## src/rtl/hsvled_pkg.sv

```systemverilog
// ----------------------------------------------------------------------------
// hsvled_pkg
// Shared types and constants of the HSV LED pulse encoder.
// ----------------------------------------------------------------------------
package hsvled_pkg;

    localparam int unsigned PULSES_PER_LED = 24;
    localparam int unsigned SEXTANT_DEG    = 60;
    localparam int unsigned FULL_CIRCLE    = 360;
    localparam int unsigned GREY_LEVEL     = 255;

    // x / 60 == (x * 17477) >> 20 for every x below 2^14
    localparam int unsigned RECIP_60    = 17477;
    localparam int unsigned RECIP_SHIFT = 20;

    localparam logic [7:0] ONE_COMPARE_RST  = 8'd20;
    localparam logic [7:0] ZERO_COMPARE_RST = 8'd7;

    localparam int unsigned CFG_INDEX_W = 8;
    localparam logic [CFG_INDEX_W-1:0] CFG_ONE_IDX  = 8'd0;
    localparam logic [CFG_INDEX_W-1:0] CFG_ZERO_IDX = 8'd1;

    localparam int unsigned CNT_W = $clog2(PULSES_PER_LED);

    typedef enum logic [2:0] {
        SEXT_0 = 3'd0,
        SEXT_1 = 3'd1,
        SEXT_2 = 3'd2,
        SEXT_3 = 3'd3,
        SEXT_4 = 3'd4,
        SEXT_5 = 3'd5
    } sextant_t;

    // one converted LED word, green/red/blue from high to low byte
    typedef struct packed {
        logic        valid;
        logic [23:0] grb;
    } grb_req_t;

    typedef struct packed {
        logic full;
        logic empty;
    } q_status_t;

endpackage

```

## src/rtl/hsv_led_pulse_encoder_top.sv

```systemverilog
// ----------------------------------------------------------------------------
// hsv_led_pulse_encoder_top
// HSV colour to LED bit-pulse encoder.
// ----------------------------------------------------------------------------
// Each request on the slave stream is one LED colour (hue 0..359, whiteness,
// brightness). A three-stage pipeline converts it to 8-bit red, green and
// blue with the integer sextant formula (whiteness 255 gives grey; a hue of
// 360 or more wraps by 360) and drops the 24-bit GRB word into a two-entry
// queue. The back end pops words and sends 24 requests per LED on the master
// stream, MSB of green first, one per cycle while m_tready is high, the 24th
// with tlast high. Each carries one_compare or zero_compare in tdata and the
// encoded bit in tuser. The serializer pops the next word straight after the
// last pulse of the one before, so LEDs follow back to back.
// The slave side keeps accepting while the pipeline and queue have room, so
// up to six colours may be in flight. Configuration registers (index 0:
// one_compare, reset 20; index 1: zero_compare, reset 7) are written through
// the cfg channel, which is always ready; other indexes are ignored. Write
// them only while the block is idle.
// ----------------------------------------------------------------------------
module hsv_led_pulse_encoder_top
    import hsvled_pkg::*;
(
    input  logic                   clk,
    input  logic                   rst_n,
    // slave stream
    input  logic                   s_tvalid,
    output logic                   s_tready,
    input  logic [31:0]            s_tdata,   // [8:0] hue, [16:9] whiteness,
                                              // [24:17] brightness, rest zero
    // master stream
    output logic                   m_tvalid,
    input  logic                   m_tready,
    output logic [7:0]             m_tdata,   // [7:0] pulse_compare
    output logic                   m_tuser,   // [0] data_bit
    output logic                   m_tlast,   // last_of_led
    // configuration writes
    input  logic                   cfg_valid,
    output logic                   cfg_ready,
    input  logic [CFG_INDEX_W-1:0] cfg_index,
    input  logic [7:0]             cfg_data
);

    logic [7:0]  one_compare_reg;
    logic [7:0]  zero_compare_reg;

    grb_req_t    push;
    q_status_t   q_status;
    logic [23:0] q_data;
    logic        pop;

    // configuration
    assign cfg_ready = 1'b1;

    always_ff @(posedge clk or negedge rst_n)
    begin
        if (!rst_n)
        begin
            one_compare_reg  <= ONE_COMPARE_RST;
            zero_compare_reg <= ZERO_COMPARE_RST;
        end
        else if (cfg_valid && cfg_ready)
        begin
            unique case (cfg_index)
                CFG_ONE_IDX:  one_compare_reg  <= cfg_data;
                CFG_ZERO_IDX: zero_compare_reg <= cfg_data;
                default:      ;
            endcase
        end
    end

    // front: colour conversion
    hsvled_front u_front (
        .clk        (clk),
        .rst_n      (rst_n),
        .in_valid   (s_tvalid),
        .in_ready   (s_tready),
        .hue        (s_tdata[8:0]),
        .whiteness  (s_tdata[16:9]),
        .brightness (s_tdata[24:17]),
        .q_full     (q_status.full),
        .push       (push)
    );

    // decoupling queue
    hsvled_queue u_queue (
        .clk     (clk),
        .rst_n   (rst_n),
        .push    (push),
        .pop     (pop),
        .rd_data (q_data),
        .status  (q_status)
    );

    // back: bit serializer with output register
    hsvled_back u_back (
        .clk          (clk),
        .rst_n        (rst_n),
        .q_status     (q_status),
        .q_data       (q_data),
        .pop          (pop),
        .one_compare  (one_compare_reg),
        .zero_compare (zero_compare_reg),
        .out_valid    (m_tvalid),
        .out_ready    (m_tready),
        .out_compare  (m_tdata),
        .out_bit      (m_tuser),
        .out_last     (m_tlast)
    );

    // the queue never pushes while full
    a_no_overflow: assert property (@(posedge clk) disable iff (!rst_n)
        push.valid |-> !q_status.full)
        else $error("push into full queue");

    // the queue never pops while empty
    a_no_underflow: assert property (@(posedge clk) disable iff (!rst_n)
        pop |-> !q_status.empty)
        else $error("pop from empty queue");

    // the front stalls only on back-pressure from a full queue
    a_stall_cause: assert property (@(posedge clk) disable iff (!rst_n)
        !s_tready |-> q_status.full)
        else $error("front stalled without a full queue");

    // a word is popped only when the output register is free to load
    a_pop_when_free: assert property (@(posedge clk) disable iff (!rst_n)
        pop |-> (!m_tvalid || m_tready))
        else $error("pop while output stalled");

endmodule

```

## src/rtl/hsvled_front.sv

```systemverilog
// ----------------------------------------------------------------------------
// hsvled_front
// Three-stage HSV to GRB conversion pipeline; stalls only when the queue is full.
// ----------------------------------------------------------------------------
module hsvled_front
    import hsvled_pkg::*;
(
    input  logic       clk,
    input  logic       rst_n,
    input  logic       in_valid,
    output logic       in_ready,
    input  logic [8:0] hue,
    input  logic [7:0] whiteness,
    input  logic [7:0] brightness,
    input  logic       q_full,
    output grb_req_t   push
);

    // stage 1
    logic        s1_valid_reg;
    logic [15:0] s1_prod_reg;
    logic [7:0]  s1_v_reg;
    logic        s1_grey_reg;
    sextant_t    s1_sext_reg;
    logic [5:0]  s1_frac_reg;
    // stage 2
    logic        s2_valid_reg;
    logic [13:0] s2_num_reg;
    logic [7:0]  s2_base_reg;
    logic [7:0]  s2_v_reg;
    logic        s2_grey_reg;
    sextant_t    s2_sext_reg;
    // stage 3
    logic        s3_valid_reg;
    logic [7:0]  s3_quo_reg;
    logic [7:0]  s3_base_reg;
    logic [7:0]  s3_v_reg;
    logic        s3_grey_reg;
    sextant_t    s3_sext_reg;

    logic        adv;
    logic [8:0]  hue_w;
    sextant_t    sext_next;
    logic [8:0]  sext_start;
    logic [5:0]  f_w;
    logic [5:0]  frac_next;
    logic [7:0]  base_w;
    logic [7:0]  diff_w;
    logic [28:0] recip_prod;
    logic [7:0]  ramp_w;
    logic [7:0]  r_w;
    logic [7:0]  g_w;
    logic [7:0]  b_w;

    assign adv      = !(s3_valid_reg && q_full);
    assign in_ready = adv;

    // stage 1 logic: wrap, sextant, fraction
    always_comb
    begin
        hue_w = (hue >= 9'(FULL_CIRCLE)) ? hue - 9'(FULL_CIRCLE) : hue;
        priority if (hue_w >= 9'd300)
        begin
            sext_next  = SEXT_5;
            sext_start = 9'd300;
        end
        else if (hue_w >= 9'd240)
        begin
            sext_next  = SEXT_4;
            sext_start = 9'd240;
        end
        else if (hue_w >= 9'd180)
        begin
            sext_next  = SEXT_3;
            sext_start = 9'd180;
        end
        else if (hue_w >= 9'd120)
        begin
            sext_next  = SEXT_2;
            sext_start = 9'd120;
        end
        else if (hue_w >= 9'(SEXTANT_DEG))
        begin
            sext_next  = SEXT_1;
            sext_start = 9'(SEXTANT_DEG);
        end
        else
        begin
            sext_next  = SEXT_0;
            sext_start = 9'd0;
        end
        f_w = 6'(hue_w - sext_start);
        // odd sextants ramp down
        frac_next = sext_next[0] ? 6'(SEXTANT_DEG) - f_w : f_w;
    end

    // stage 2 logic
    assign base_w = s1_prod_reg[15:8];
    assign diff_w = s1_v_reg - base_w;

    // stage 3 logic: divide by 60 through reciprocal
    assign recip_prod = 29'(s2_num_reg) * 29'(RECIP_60);

    always_ff @(posedge clk or negedge rst_n)
    begin
        if (!rst_n)
        begin
            s1_valid_reg <= 1'b0;
            s2_valid_reg <= 1'b0;
            s3_valid_reg <= 1'b0;
        end
        else if (adv)
        begin
            s1_valid_reg <= in_valid;
            s2_valid_reg <= s1_valid_reg;
            s3_valid_reg <= s2_valid_reg;
        end
    end

    always_ff @(posedge clk)
    begin
        if (adv)
        begin
            s1_prod_reg <= 16'(whiteness) * 16'(brightness);
            s1_v_reg    <= brightness;
            s1_grey_reg <= (whiteness == 8'(GREY_LEVEL));
            s1_sext_reg <= sext_next;
            s1_frac_reg <= frac_next;

            // 8x6 product, at most 255 * 60
            s2_num_reg  <= 14'(diff_w) * 14'(s1_frac_reg);
            s2_base_reg <= base_w;
            s2_v_reg    <= s1_v_reg;
            s2_grey_reg <= s1_grey_reg;
            s2_sext_reg <= s1_sext_reg;

            s3_quo_reg  <= recip_prod[RECIP_SHIFT+7:RECIP_SHIFT];
            s3_base_reg <= s2_base_reg;
            s3_v_reg    <= s2_v_reg;
            s3_grey_reg <= s2_grey_reg;
            s3_sext_reg <= s2_sext_reg;
        end
    end

    // component selection
    always_comb
    begin
        ramp_w = s3_quo_reg + s3_base_reg;
        unique case (s3_sext_reg)
            SEXT_0:
            begin
                r_w = s3_v_reg;    g_w = ramp_w;      b_w = s3_base_reg;
            end
            SEXT_1:
            begin
                r_w = ramp_w;      g_w = s3_v_reg;    b_w = s3_base_reg;
            end
            SEXT_2:
            begin
                r_w = s3_base_reg; g_w = s3_v_reg;    b_w = ramp_w;
            end
            SEXT_3:
            begin
                r_w = s3_base_reg; g_w = ramp_w;      b_w = s3_v_reg;
            end
            SEXT_4:
            begin
                r_w = ramp_w;      g_w = s3_base_reg; b_w = s3_v_reg;
            end
            default:
            begin
                r_w = s3_v_reg;    g_w = s3_base_reg; b_w = ramp_w;
            end
        endcase
        if (s3_grey_reg)
        begin
            r_w = s3_v_reg;
            g_w = s3_v_reg;
            b_w = s3_v_reg;
        end
    end

    assign push.valid = s3_valid_reg && !q_full;
    assign push.grb   = {g_w, r_w, b_w};

endmodule

```

## src/rtl/hsvled_queue.sv

```systemverilog
// ----------------------------------------------------------------------------
// hsvled_queue
// Two-entry FIFO of converted GRB words between front and back.
// ----------------------------------------------------------------------------
module hsvled_queue
    import hsvled_pkg::*;
(
    input  logic        clk,
    input  logic        rst_n,
    input  grb_req_t    push,
    input  logic        pop,
    output logic [23:0] rd_data,
    output q_status_t   status
);

    logic [23:0] mem_reg [2];
    logic        wr_ptr_reg;
    logic        rd_ptr_reg;
    logic [1:0]  count_reg;
    logic [1:0]  count_next;

    assign status.full  = (count_reg == 2'd2);
    assign status.empty = (count_reg == 2'd0);
    assign rd_data      = mem_reg[rd_ptr_reg];

    always_comb
    begin
        count_next = count_reg;
        if (push.valid && !pop)
            count_next = count_reg + 2'd1;
        else if (pop && !push.valid)
            count_next = count_reg - 2'd1;
    end

    always_ff @(posedge clk or negedge rst_n)
    begin
        if (!rst_n)
        begin
            wr_ptr_reg <= 1'b0;
            rd_ptr_reg <= 1'b0;
            count_reg  <= 2'd0;
        end
        else
        begin
            count_reg <= count_next;
            if (push.valid)
                wr_ptr_reg <= !wr_ptr_reg;
            if (pop)
                rd_ptr_reg <= !rd_ptr_reg;
        end
    end

    always_ff @(posedge clk)
    begin
        if (push.valid)
            mem_reg[wr_ptr_reg] <= push.grb;
    end

endmodule

```

## src/rtl/hsvled_back.sv

```systemverilog
// ----------------------------------------------------------------------------
// hsvled_back
// Serializes each GRB word MSB first into 24 registered pulse requests.
// ----------------------------------------------------------------------------
module hsvled_back
    import hsvled_pkg::*;
(
    input  logic        clk,
    input  logic        rst_n,
    input  q_status_t   q_status,
    input  logic [23:0] q_data,
    output logic        pop,
    input  logic [7:0]  one_compare,
    input  logic [7:0]  zero_compare,
    output logic        out_valid,
    input  logic        out_ready,
    output logic [7:0]  out_compare,
    output logic        out_bit,
    output logic        out_last
);

    logic             valid_reg;
    logic [7:0]       compare_reg;
    logic             bit_reg;
    logic             last_reg;
    logic [22:0]      word_reg;
    logic [CNT_W-1:0] cnt_reg;

    logic             load;
    logic             from_word;
    logic             next_bit;

    assign load      = !valid_reg || out_ready;
    assign from_word = (cnt_reg != '0);
    assign pop       = load && !from_word && !q_status.empty;
    assign next_bit  = from_word ? word_reg[22] : q_data[23];

    always_ff @(posedge clk or negedge rst_n)
    begin
        if (!rst_n)
        begin
            valid_reg <= 1'b0;
            cnt_reg   <= '0;
        end
        else if (load)
        begin
            if (from_word)
            begin
                valid_reg <= 1'b1;
                cnt_reg   <= cnt_reg - CNT_W'(1);
            end
            else if (!q_status.empty)
            begin
                valid_reg <= 1'b1;
                cnt_reg   <= CNT_W'(PULSES_PER_LED - 1);
            end
            else
                valid_reg <= 1'b0;
        end
    end

    always_ff @(posedge clk)
    begin
        if (load)
        begin
            compare_reg <= next_bit ? one_compare : zero_compare;
            bit_reg     <= next_bit;
            last_reg    <= from_word && (cnt_reg == CNT_W'(1));
            word_reg    <= from_word ? {word_reg[21:0], 1'b0} : q_data[22:0];
        end
    end

    assign out_valid   = valid_reg;
    assign out_compare = compare_reg;
    assign out_bit     = bit_reg;
    assign out_last    = last_reg;

endmodule
```

## config.mk

```make
export PLATFORM = sky130hd
export DESIGN_NAME = hsv_led_pulse_encoder_top
export DESIGN_NICKNAME = d
export VERILOG_FILES = /design/src/rtl/hsvled_pkg.sv /design/src/rtl/hsv_led_pulse_encoder_top.sv /design/src/rtl/hsvled_front.sv /design/src/rtl/hsvled_queue.sv /design/src/rtl/hsvled_back.sv
export SDC_FILE = /design/constraint.sdc
export NUM_CORES = 1
export LEC_CHECK = 0
export BUFFER_PORTS_ARGS = -buffer_cell sky130_fd_sc_hd__buf_2
export CELL_PAD_IN_SITES_DETAIL_PLACEMENT = 1
export CELL_PAD_IN_SITES_GLOBAL_PLACEMENT = 2
export CORE_ASPECT_RATIO = 1.75
export CORE_UTILIZATION = 41
export CTS_CLUSTER_DIAMETER = 100
export CTS_CLUSTER_SIZE = 24
export DETAILED_ROUTE_END_ITERATION = 6
export PLACE_DENSITY_LB_ADDON = 0.1
export REMOVE_ABC_BUFFERS = 1
export SKIP_CTS_REPAIR_TIMING = 1
export SLEW_MARGIN = 10
export SYNTH_ARGS = -nofsm -noshare
export SYNTH_HDL_FRONTEND = slang
export SYNTH_SLANG_ARGS = --single-unit
export TNS_END_PERCENT = 20
```

## constraint.sdc

```tcl
create_clock -name clk -period 8.55 [get_ports clk]
set_input_delay 0.4275 -clock clk [delete_from_list [all_inputs] [get_ports clk]]
set_output_delay 0.4275 -clock clk [all_outputs]
set_load 0.05 [all_outputs]
```

==> PnR_summary.wiki, run 1 <==
{| class="wikitable"
! Metric !! Value
|-
| Final total negative setup slack || 0 ps
|-
| Boundary Pins || 66
|-
| Mux cell area share after synthesis || 0.0404
|-
| Number of flip-flops and latches in the synthesized netlist || 198
|-
| Yosys Warn Count || 0
|-
| Result of the run || completed
|-
| Class of the most critical setup path || reg -> reg
|-
| Transition at the pin with the smallest max-transition slack || 1160 ps
|-
| Max transition margin || 0.230
|-
| Non-filler instance count after layout || 1,671
|-
| Number of filler instances in the final layout || 3,568
|-
| Clock tree from TritonCTS || yes
|-
| Xor-xnor portion of the synthesized cell area || 0.0330
|-
| Overall overflow remaining after global route || 0
|-
| Area added between synthesis and finish || 10.2%
|-
| RePlAce Congestion || 0.790
|-
| Drt total wl || 29.0 mm
|-
| Die outline area || 34,500 um^2
|-
| Setup repair after global routing missed its margin || false
|-
| Combined global-route utilization of all metal layers || 0.181
|-
| Share of the clock period used by the worst path || 0.702
|-
| Cell type contributing the most total cell area after synthesis || edfxtp_1
|-
| Antenna violations before repair || 0
|-
| Final number of max-transition violations || 0
|-
| Vias in the first global route || 9,807
|-
| Dpl ws || 2510 ps
|-
| Depth of the CTS H-tree || 4
|-
| CTS Root Buffer Type || clkbuf_16
|-
| Antenna viol nets, final || 0
|-
| Deepest clock path buffer count || 2
|-
| Synth Instances || 1,194
|-
| Synth cell count leaders || edfxtp_1, ha_1, inv_1, nand2_1, fa_1
|-
| Dominant combinational cell family by area after synthesis || adder cells
|-
| Vias post-DR || 8,732
|-
| Clk sinks || 198
|-
| Fraction of layout instances using a drive strength above 1 || 0.111
|-
| Detailed Route Iter0 Violations || 245
|-
| Total number of placement rows || 88
|-
| Wire length of the first global-routing pass || 48.3 mm
|-
| Final #Nets || 1,551
|-
| Final setup slack of the worst path || 2540 ps
|-
| Die extent in x || 141 um
|-
| Post-synthesis cell type count || 65
|-
| Largest net degree at the start of global routing || 65
|-
| Register clock-pin slew on the reported worst setup and hold paths || 70 ps
|-
| Detailed placement HPWL || 23.7 mm
|-
| Average detailed-routed wire length per instance || 17.4 um
|-
| Die Ht || 245 um
|-
| Share of Yosys cell area claimed by the top area cell type || 0.367
|-
| EDFF count, synth || 169
|-
| Time the worst path needs with I/O delays and setup || 6010 ps
|-
| Number of instances in the placed design || 1,639
|-
| Clock insertion delay at the later pin of the skew report || 440 ps
|-
| Crit path launch type || flop
|-
| Pre-antenna DRT Iters || 4
|-
| Library cell with the highest instance count after synthesis || edfxtp_1
|-
| Most frequently used flop master after synthesis || edfxtp_1
|-
| Initial standard-cell utilization of the core || 0.418
|-
| Synth Area per Inst || 11.6 um^2
|-
| Maximum clock rate || 0.167 GHz
|-
| Complex-gate fraction of the synthesized area || 0.0842
|-
| Total standard cell area after synthesis || 13,800 um^2
|-
| Synth Area in Simple Gates || 0.106
|-
| Residual DRC count || 0
|-
| Setup crit end kind || flop
|-
| Number of port buffers || 57
|-
| Setup skew after layout || 6.93 ps
|-
| Clock buffers created by TritonCTS || 17
|-
| Adder-cell area share of the yosys netlist || 0.267
|-
| Mean number of vias per cell || 5.23
|-
| Hold Violations, Final || 0
|-
| Maximum capacitance violations || 0
|-
| Number of flip-flops in the largest register || 48
|-
| FFs w/ async S/R, synth || 0.146
|-
| Number of setup violations in the final report || 0
|-
| Sequential area share after synthesis || 0.420
|-
| Required @ worst endpoint || 8750 ps
|-
| Worst path arrival time || 6200 ps
|-
| Inserted Diodes || 0
|-
| Area of the placeable core || 33,000 um^2
|-
| Peak fanout along the critical path || 6
|-
| Largest cells by area after synthesis || edfxtp_1, ha_1, fa_1
|-
| Class of the worst hold path || in -> async
|}
## final cells by class
class / instances / area [um^2] / share of cell area
clock buffer: 17 / 425 / 0.0279
timing repair buffer: 65 / 345 / 0.0227
sequential: 198 / 5810 / 0.381
clock inverter: 15 / 235 / 0.0154
tap: 405 / 507 / 0.0333
multi-input combinational: 818 / 7340 / 0.482
inverter: 153 / 574 / 0.0377
## per-stage QoR
| step | util | hold slack (ps) | cell area, um^2 |
|---|---|---|---|
| final | 0.461 | 24.4 | 15200 |
| after global routing | 0.461 | 70.7 | 15200 |
| after CTS | 0.461 | 35.2 | 15200 |
| after detailed placement | 0.441 | 406 | 14600 |
| after global placement | 0.441 | 401 | 14600 |
| after floorplan | - | 132 | 13700 |
## layout by cell type, fill, tap and decap left out, drive strengths merged, types with 3 or more instances in the layout
master	netlist	routed
a21o	9	9
a21oi	34	34
a22oi	21	21
a31oi	4	4
and2	62	62
and3	3	3
and3b	6	6
buf	4	65
bufinv	0	4
clkbuf	21	17
clkinv	0	3
dfrtp	24	24
dfstp	5	5
edfxtp	169	169
fa	83	83
ha	162	162
inv	153	160
mux2	27	27
mux2i	25	25
nand2	107	107
nand2b	7	7
nand3	6	6
nand4	7	7
nor2	50	50
nor2b	13	13
nor3	12	12
nor3b	3	3
o211ai	7	7
o21a	6	6
o21ai	54	54
o21bai	6	6
o221ai	4	4
o22a	13	13
or2	3	3
or3	4	4
xnor2	38	38
xor2	14	14
## cells by family (layout without fill, tap and decap cells)
kind of cell,count (synthesis),after routing
AOI/OAI and AO/OA,177,177
xor gates and xnor gates,52,52
adders and majority gates,245,245
buffers and inverters,178,250
DFF,198,198
muxes,52,52
other,1,1
and+or+nand+nor,291,291
## worst max-delay path, cell delays in order (launching register included)
cell and delay (ps):
edfxtp_1 440, ha_1 310, nor2b_1 120, o21ai_0 210, a21boi_0 150, o21ai_0 220, a21boi_0 150, o21a_1 220
o21ai_0 710, and3b_1 280, fa_1 430, fa_1 500, inv_1 60, fa_1 520, inv_1 40, ha_1 330
inv_1 70, o21bai_1 70, a21oi_1 240, o21ai_0 200, a21o_1 220, a21oi_1 180, xnor2_1 80
## metal layers
layer / global-route usage / routed length, um
met1: 0.174 / 10400
met2: 0.385 / 17600
met3: 0.0246 / 446
met4: 0.0531 / 492
met5: 0 / 0
## worst paths after layout
kind | start | cells past startpoint | end | slack (ps)
setup / recovery | u_front.s1_v_reg[1] | 22 | u_front.s2_num_reg[13] | 2540
hold / removal | rst_n | 1 | u_back.cnt_reg[3] | 20
setup reg to reg | u_front.s1_v_reg[1] | 22 | u_front.s2_num_reg[13] | 2540
hold reg to reg | u_front.s2_base_reg[1] | 0 | u_front.s3_base_reg[1] | 420
max in group asynchronous | rst_n | 1 | one_compare_reg[0] | 8050
min in group clk | s_tvalid | 2 | u_front.s1_valid_reg | 220
Power of run 1 is left out: the tool's default activity adds up to more than one toggle a clock period on the data nets, which glitch-free logic cannot reach.
==> run 2: changes to the inputs <==
--- a/config.mk
+++ b/config.mk
@@ -5,6 +5,7 @@
 export SDC_FILE = /design/constraint.sdc
 export NUM_CORES = 1
 export LEC_CHECK = 0
+export ABC_AREA = 1
 export BUFFER_PORTS_ARGS = -buffer_cell sky130_fd_sc_hd__buf_2
 export CELL_PAD_IN_SITES_DETAIL_PLACEMENT = 1
 export CELL_PAD_IN_SITES_GLOBAL_PLACEMENT = 2
==> constraint.sdc (replaced) <==
create_clock -name clk -period 6.3 [get_ports clk]
set_input_delay 0.315 -clock clk [delete_from_list [all_inputs] [get_ports clk]]
set_output_delay 0.315 -clock clk [all_outputs]
set_load 0.05 [all_outputs]
==> run 2 against run 1 <==
Net effect: design area is 3.5% higher; sequential share of layout area decreased by 1.3 points; critical endpoint is now u_front.s2_num_reg[12]; synthesized area rose by 4.0%; via count grew 14%; non-clock buffer count rose by 1; synthesized cell count grew 24%; critical path depth stayed put; clock skew is 4.6 ps higher; final cell count is 20% higher.
==> PnR_summary.wiki, run 2 <==
{| class="wikitable"
! Metric !! Value
|-
| Residual DRC count || 0
|-
| Overall overflow remaining after global route || 0
|-
| Die Ht || 250 um
|-
| Area added between synthesis and finish || 9.73%
|-
| Share of Yosys cell area claimed by the top area cell type || 0.353
|-
| Sequential standard cell area || 5810 um^2
|-
| Worst Min Path Start || s_tdata[0]
|-
| Vias in the first global route || 11.0k
|-
| Number of flip-flops in the largest register || 48
|-
| Setup skew after layout || 11.5 ps
|-
| Most frequent standard cell in the layout excluding fill and tap cells || nand2_1
|-
| Maximum clock rate || 0.183 GHz
|-
| Final #Nets || 1,835
|-
| Final number of max-transition violations || 0
|-
| Worst setup slack for register-to-register paths || 820 ps
|-
| Number of filler instances in the final layout || 4,024
|-
| Placed inst area || 15,200 um^2
|-
| Die outline area || 35,800 um^2
|-
| Final total negative setup slack || 0 ps
|-
| Drt total wl || 32.3 mm
|-
| Detailed placement HPWL || 26.5 mm
|-
| Setup repair after global routing missed its margin || false
|-
| Adder-cell area share of the yosys netlist || 0.257
|-
| Mux cell area share after synthesis || 0.00705
|-
| Inserted Diodes || 0
|-
| FFs w/ async S/R, synth || 0.146
|-
| Worst hold stages || 1
|-
| Average detailed-routed wire length per instance || 16.1 um
|-
| Wire length of the first global-routing pass || 54.0 mm
|-
| Clk sinks || 198
|-
| Time the worst path needs with I/O delays and setup || 5480 ps
|-
| Mean number of vias per cell || 4.95
|-
| EDFF count, synth || 169
|-
| Maximum capacitance violations || 0
|-
| Final hold slack || 71.1 ps
|-
| Complex-gate fraction of the synthesized area || 0.0813
|-
| Synth Instances || 1,484
|-
| Crit path launch type || flop
|-
| Required @ worst endpoint || 6500 ps
|-
| Peak fanout along the critical path || 6
|-
| Number of setup violations in the final report || 0
|-
| Total standard cell area after synthesis || 14,400 um^2
|-
| Vias post-DR || 9,948
|-
| Hold Violations, Final || 0
|-
| Boundary Pins || 66
|-
| Largest cells by area after synthesis || edfxtp_1, ha_1, fa_1
|-
| Clock insertion delay at the later pin of the skew report || 450 ps
|-
| Class of the most critical setup path || reg -> reg
|-
| Sequential area share after synthesis || 0.404
|-
| Clock tree from TritonCTS || yes
|-
| Antenna violations before repair || 0
|-
| Synth cell count leaders || nand2_1, inv_1, edfxtp_1, ha_1, nor2_1
|-
| Multi-input gate area in the final layout || 7450 um^2
|-
| Detailed Route Iter0 Violations || 273
|-
| RR Endpoint || u_front.s2_num_reg[12]
|-
| Cell type contributing the most total cell area after synthesis || edfxtp_1
|-
| Number of cell instances on the worst register-to-register path || 22
|-
| Xor-xnor portion of the synthesized cell area || 0.0293
|-
| Library cell with the highest instance count after synthesis || nand2_1
|-
| Worst path arrival time || 5680 ps
|-
| Fraction of layout instances using a drive strength above 1 || 0.0962
|-
| CTS Root Buffer Type || clkbuf_16
|-
| Post-synthesis cell type count || 49
|-
| Number of port buffers || 57
|-
| Yosys Warn Count || 0
|-
| Depth of the CTS H-tree || 4
|-
| Result of the run || completed
|-
| Total number of placement rows || 90
|-
| Register clock-pin slew on the reported worst setup and hold paths || 70 ps
|-
| Number of flip-flops and latches in the synthesized netlist || 198
|-
| Combined global-route utilization of all metal layers || 0.196
|-
| Clock buffers created by TritonCTS || 17
|-
| Setup crit end kind || flop
|-
| Share of the clock period used by the worst path || 0.869
|-
| Antenna viol nets, final || 0
|-
| Launch instance of the worst register-to-register path || u_front.s1_v_reg[0]
|-
| Synth Area in Simple Gates || 0.143
|-
| Die extent in x || 144 um
|-
| Dominant combinational cell family by area after synthesis || adder cells
|-
| Area of all placed cells without fillers || 15,800 um^2
|-
| Transition at the pin with the smallest max-transition slack || 1000 ps
|-
| RePlAce Congestion || 0.769
|-
| Max transition margin || 0.331
|-
| Highest-count cells in the layout ignoring fill and taps || nand2_1, inv_1, edfxtp_1
|-
| Pre-antenna DRT Iters || 4
|-
| Area of the placeable core || 34,500 um^2
|-
| Hold Path End || u_front.s1_frac_reg[0]
|-
| Class of the worst hold path || in -> reg
|-
| Most frequently used flop master after synthesis || edfxtp_1
|-
| Synth Area per Inst || 9.68 um^2
|-
| Deepest clock path buffer count || 2
|-
| Initial standard-cell utilization of the core || 0.417
|-
| Largest net degree at the start of global routing || 70
|}
==> run 2: cell types whose count changed after synthesis, moves of 17 or more <==
| cell | change |
|---|---|
| mux2i_1 | -25 |
| a21oi_1 | +28 |
| xnor2_1 | -18 |
| mux2_2 | -17 |
| o31ai_1 | +25 |
| inv_1 | +113 |
| nor2_1 | +87 |
| o21ai_0 | +21 |
| and2_1 | -62 |
| nand3_1 | +26 |
| nand2_1 | +162 |
==> run 2: worst max path at each step <==
stage	slack [ps]	cells after the start	startpoint	to
after floorplan	1430	25	u_front.s1_v_reg[0]	u_front.s2_num_reg[12]
after global placement	870	22	u_front.s1_v_reg[0]	u_front.s2_num_reg[12]
after detailed placement	810	22	u_front.s1_v_reg[0]	u_front.s2_num_reg[12]
after CTS	780	22	u_front.s1_v_reg[0]	u_front.s2_num_reg[12]
after global routing	480	22	u_front.s1_v_reg[0]	u_front.s2_num_reg[12]
final	820	22	u_front.s1_v_reg[0]	u_front.s2_num_reg[12]
==> run 2: per-stage QoR <==
step	instances	util	setup WS, ps
floorplan	1452	-	1430
global placement	1977	0.441	871
detailed placement	1977	0.441	812
CTS	2008	0.457	776
global route	2009	0.458	477
finish	2009	0.458	823
==> run 2: layer usage <==
layer,global-route usage,part of all wire
met1,0.182,0.35
met2,0.412,0.61
met3,0.0209,0.013
met4,0.0775,0.027
met5,0,0
==> run 2: critical path, cell delays in order (launching register included) <==
cell and delay, ps:
edfxtp_1 390, inv_1 70, ha_1 140, inv_1 60, fa_1 400, a21oi_1 150
o21ai_0 130, xnor2_1 630, nor2_1 140, fa_1 530, inv_1 50, fa_1 460
fa_1 540, inv_1 50, ha_1 380, a21oi_1 190, o21ai_0 90, a21oi_1 250
o21ai_0 180, a21oi_1 160, nor2_1 50, nor2_1 110, xnor2_1 70
==> run 2: cells by family after synthesis <==
kind of cell | count (synthesis)
adders and majority gates | 245
other | 1
buffers and inverters | 300
AOI/OAI and AO/OA | 200
xor gates and xnor gates | 48
and+or+nand+nor | 483
muxes | 9
DFF | 198
==> run 2: final cells by class <==
| class | count | area share |
|---|---|---|
| sequential | 198 | 0.368 |
| inverter | 268 | 0.0638 |
| tap | 460 | 0.0365 |
| clock buffer | 18 | 0.0272 |
| multi-input combinational | 986 | 0.472 |
| timing repair buffer | 66 | 0.0225 |
| clock inverter | 13 | 0.00952 |
Power of run 2 is left out for the same reason.
